--- src/design/kuat_ram.sv ---
// Generic single-port-write, one-read synchronous RAM with registered read
module kuat_ram #(
    parameter int WIDTH = 8,
    parameter int DEPTH = 16
) (
    input  logic                     clk,
    input  logic                     we,
    input  logic [$clog2(DEPTH)-1:0] waddr,
    input  logic [WIDTH-1:0]         wdata,
    input  logic [$clog2(DEPTH)-1:0] raddr,
    output logic [WIDTH-1:0]         rdata
);
    logic [WIDTH-1:0] mem [DEPTH];

    always_ff @(posedge clk)
    begin
        if (we)
        begin
            mem[waddr] <= wdata;
        end
        rdata <= mem[raddr];
    end
endmodule

--- config.mk ---
export PLATFORM = sky130hd
export DESIGN_NAME = kuat_ram
export DESIGN_NICKNAME = d
export VERILOG_FILES = /design/src/design/kuat_ram.sv
export SDC_FILE = /design/constraint.sdc
export NUM_CORES = 1
export LEC_CHECK = 0
export ABC_AREA = 1
export BUFFER_PORTS_ARGS = -buffer_cell sky130_fd_sc_hd__buf_2
export CORE_AREA = 2 2 106 108
export DETAILED_ROUTE_END_ITERATION = 6
export DIE_AREA = 0 0 108 110
export GPL_ROUTABILITY_DRIVEN = 0
export GPL_TIMING_DRIVEN = 0
export PLACE_DENSITY = 0.73
export SETUP_SLACK_MARGIN = 0.5
export SLEW_MARGIN = 20
export SYNTH_ARGS = -nofsm -noshare
export SYNTH_HDL_FRONTEND = slang
export SYNTH_SLANG_ARGS = --single-unit
--- constraint.sdc ---
create_clock -name clk -period 1.59 [get_ports clk]
set_input_delay 0.477 -clock clk [delete_from_list [all_inputs] [get_ports clk]]
set_output_delay 0.477 -clock clk [all_outputs]
set_load 0.005 [all_outputs]
==> impl_metrics.py <==
metrics = {
    "synth": {
        "syn_nets": 569,
        "synth_cell_types": 12,
        "synth-adder-area-share_pct": 0,
        "synth_seq_cells": 136,
        "avgSynthCellArea_sq_um": 10.47,
        "synth_area_sq_um": 5767,
        "synth_top_family_by_area": "simple AND/OR/NAND/NOR gates",
        "synth_warnings": 0,
        "synth_compound_area_share_pct": 0,
        "muxShareOfSynthArea_pct": 0,
        "seq_area_frac_synth_pct": 69.43,
        "synth_xor_area_share_pct": 0,
        "synth-simple-area-share_pct": 21.05,
        "synthCells": 551,
    },
    "timing": {
        "fin_skew_ps": 6.714,
        "finalHoldViolCount": 0,
        "grt_setup_unrepaired": "yes",
        "min_period_ps": 1414,
        "relSlewSlack_pct": 73.30,
        "final_max_slew_viol_count": 0,
        "max_freq_ghz": 0.7075,
        "finalCritPeriodShare_pct": 88.90,
        "finalSetupTns_ps": 0,
        "setup_viol": 0,
        "worst_slew_pin_slew_ps": 400.4,
    },
    "worst_hold_path": {
        "hp-start": "raddr[3]",
        "min_path_type": "primary input to flip-flop",
        "hold_path_end": "rdata[7]$_DFF_P_",
        "min_path_cells": 3,
    },
    "global_routing": {
        "grt_pass1_vias": 3931,
        "grt_max_degree": 17,
        "grt_overflow": 0,
        "gr-usage-all-layers_pct": 25.85,
        "grt_first_pass_wirelength_mm": 21.52,
        "antenna_found_initial": 0,
    },
    "final_layout": {
        "mostFrequentLayoutCell": "nand2_1",
        "drive_gt1_share_pct": 19.67,
        "layout_common_cells": "nand2_1 (156), edfxtp_1 (128), inv_1 (97), nand3_1 (96), buf_2 (26)",
        "fin_nets": 620,
        "area_delta_synth_final_pct": 22.22,
        "nFillCells": 808,
        "n_antenna_cell": 0,
        "fin_area_sq_um": 7048,
    },
    "worst_setup_path": {
        "worstSetupPathType": "flip-flop to primary output",
        "path_cells": "buf_2",
        "start_kind": "flip-flop",
        "path_buf_inv": 1,
        "required_ps": 1110,
        "cp.arrival_ps": 940,
        "cp-end-kind": "primary output",
        "crit_family": "flip-flops",
        "max_stage_delay_ps": 300,
        "reg2reg_depth": 6,
        "rrSetupSlack_ps": 560,
        "cpMaxStageDelayCell": "dfxtp_1",
        "r2r_start": "mem[2][6]$_DFFE_PP_",
        "r2r-end": "rdata[6]$_DFF_P_",
        "critPathMaxFanout": 1,
    },
    "status": {
        "status": "complete, no violations",
    },
    "route": {
        "wire_per_inst_um": 18.99,
        "drtPass1Iterations": 5,
        "vias": 4031,
        "drtAntennaViolNets": 0,
        "drc_errors": 0,
        "wl_mm": 14.34,
        "viasPerCell": 5.339,
        "drt_iter0_markers": 391,
    },
    "floorplan": {
        "io-pin-count": 26,
        "die-area_sq_um": 11880,
        "coreArea_sq_um": 10700,
        "dieWidth_um": 108,
        "num_rows": 38,
        "die_height_um": 110,
        "initial_core_util_pct": 53.91,
    },
    "run": {
        "drv_cap": 0,
    },
    "cts": {
        "cts_tree": "built",
        "clk_path_buf_depth": 2,
        "clk_pin_slew_ps": 60,
        "htreeDepth": 4,
        "numCtsBuffers": 17,
        "cts.sinks": 136,
        "insertion_delay_ps": 520,
        "cts-root-buf": "clkbuf_8",
    },
    "power": {
        "leakagePower_nw": 3.007,
        "power_density_nw_per_um2": 1188,
        "peakVddDrop_uv": 620.3,
    },
    "placed_design": {
        "port_buffers": 22,
        "placedInstanceArea_sq_um": 6311,
        "hpwlAfterDp_mm": 8.957,
    },
}
[flip-flops by register name (all words and copies together) (netlist names)]
name / count
mem: 128
rdata: 8
[metrics by stage]
| stage | worst slack, ps | hold slack (ps) | power [mW] | utilization [%] | instances |
|---|---|---|---|---|---|
| floorplan | 239.4 | 575.9 | 4.445 | - | 551 |
| global placement | -178.5 | 667.2 | 4.660 | 58.99 | 713 |
| detailed placement | -250.0 | 687.3 | 4.681 | 58.99 | 713 |
| CTS | 151.9 | 322.6 | 8.380 | 65.70 | 753 |
| global route | 131.9 | 331.0 | 8.611 | 65.88 | 755 |
| finish | 176.5 | 345.1 | 8.376 | 65.88 | 755 |
[cell families (layout without fill, tap and decap cells)]
kind of cell,after synthesis,in the layout
buffers and inverters,126,190
DFF,136,136
and+or+nand+nor,289,289
[report_power, final]
group	switching [mW]	internal, mW
combinational	0.415	0.202
clock	1.37	2.36
sequential	0.0213	4.01
[layout make-up]
| type | instances | area, sq um | share of cell area [%] |
|---|---|---|---|
| sequential | 136 | 4004 | 56.81 |
| multi-input combinational | 289 | 1416 | 20.10 |
| clock buffer | 21 | 429.2 | 6.089 |
| inverter | 102 | 395.4 | 5.610 |
| buffer | 24 | 250.2 | 3.551 |
| timing repair buffer | 32 | 247.7 | 3.515 |
| tap | 140 | 175.2 | 2.485 |
| clock inverter | 11 | 130.1 | 1.846 |
[how the worst max path moves through the flow]
| stage | start | end | slack [ps] | cells past startpoint |
|---|---|---|---|---|
| final | rdata[1]$_DFF_P_ | rdata[1] | 180 | 1 |
| after global routing | rdata[2]$_DFF_P_ | rdata[2] | 130 | 1 |
| after CTS | rdata[1]$_DFF_P_ | rdata[1] | 150 | 1 |
| after detailed placement | waddr[3] | mem[6][7]$_DFFE_PP_ | -250 | 3 |
| after global placement | waddr[3] | mem[6][7]$_DFFE_PP_ | -180 | 3 |
| after floorplan | waddr[2] | mem[10][0]$_DFFE_PP_ | 240 | 2 |
[cell usage after synthesis, drive strengths merged]
| master | instances | share of area (%) |
|---|---|---|
| buf | 24 | 2.9 |
| inv | 102 | 6.6 |
| edfxtp | 128 | 67 |
| nand2 | 173 | 11 |
| nand3 | 97 | 8.4 |
| dfxtp | 8 | 2.8 |
| nand3b | 2 | 0.26 |
| nor2 | 17 | 1.1 |
[per-layer routing]
| layer | track usage (%) | vias up | wire [um] |
|---|---|---|---|
| met5 | 0 | - | 0 |
| met4 | 12.36 | 0 | 496 |
| met3 | 7.760 | 38 | 1404 |
| met2 | 41.19 | 216 | 6824 |
| met1 | 32.71 | 1896 | 5613 |
| li1 | - | 1881 | - |
[timing repair]
action | CTS | global route
pin swaps | 6 | 1
resized for setup | 7 | 1
setup buffers | 8 | 2
endpoints found under the setup margin | 72 | 48
hold buffers | 0 | 0
No activity file was read; power rests on OpenSTA's default activity.
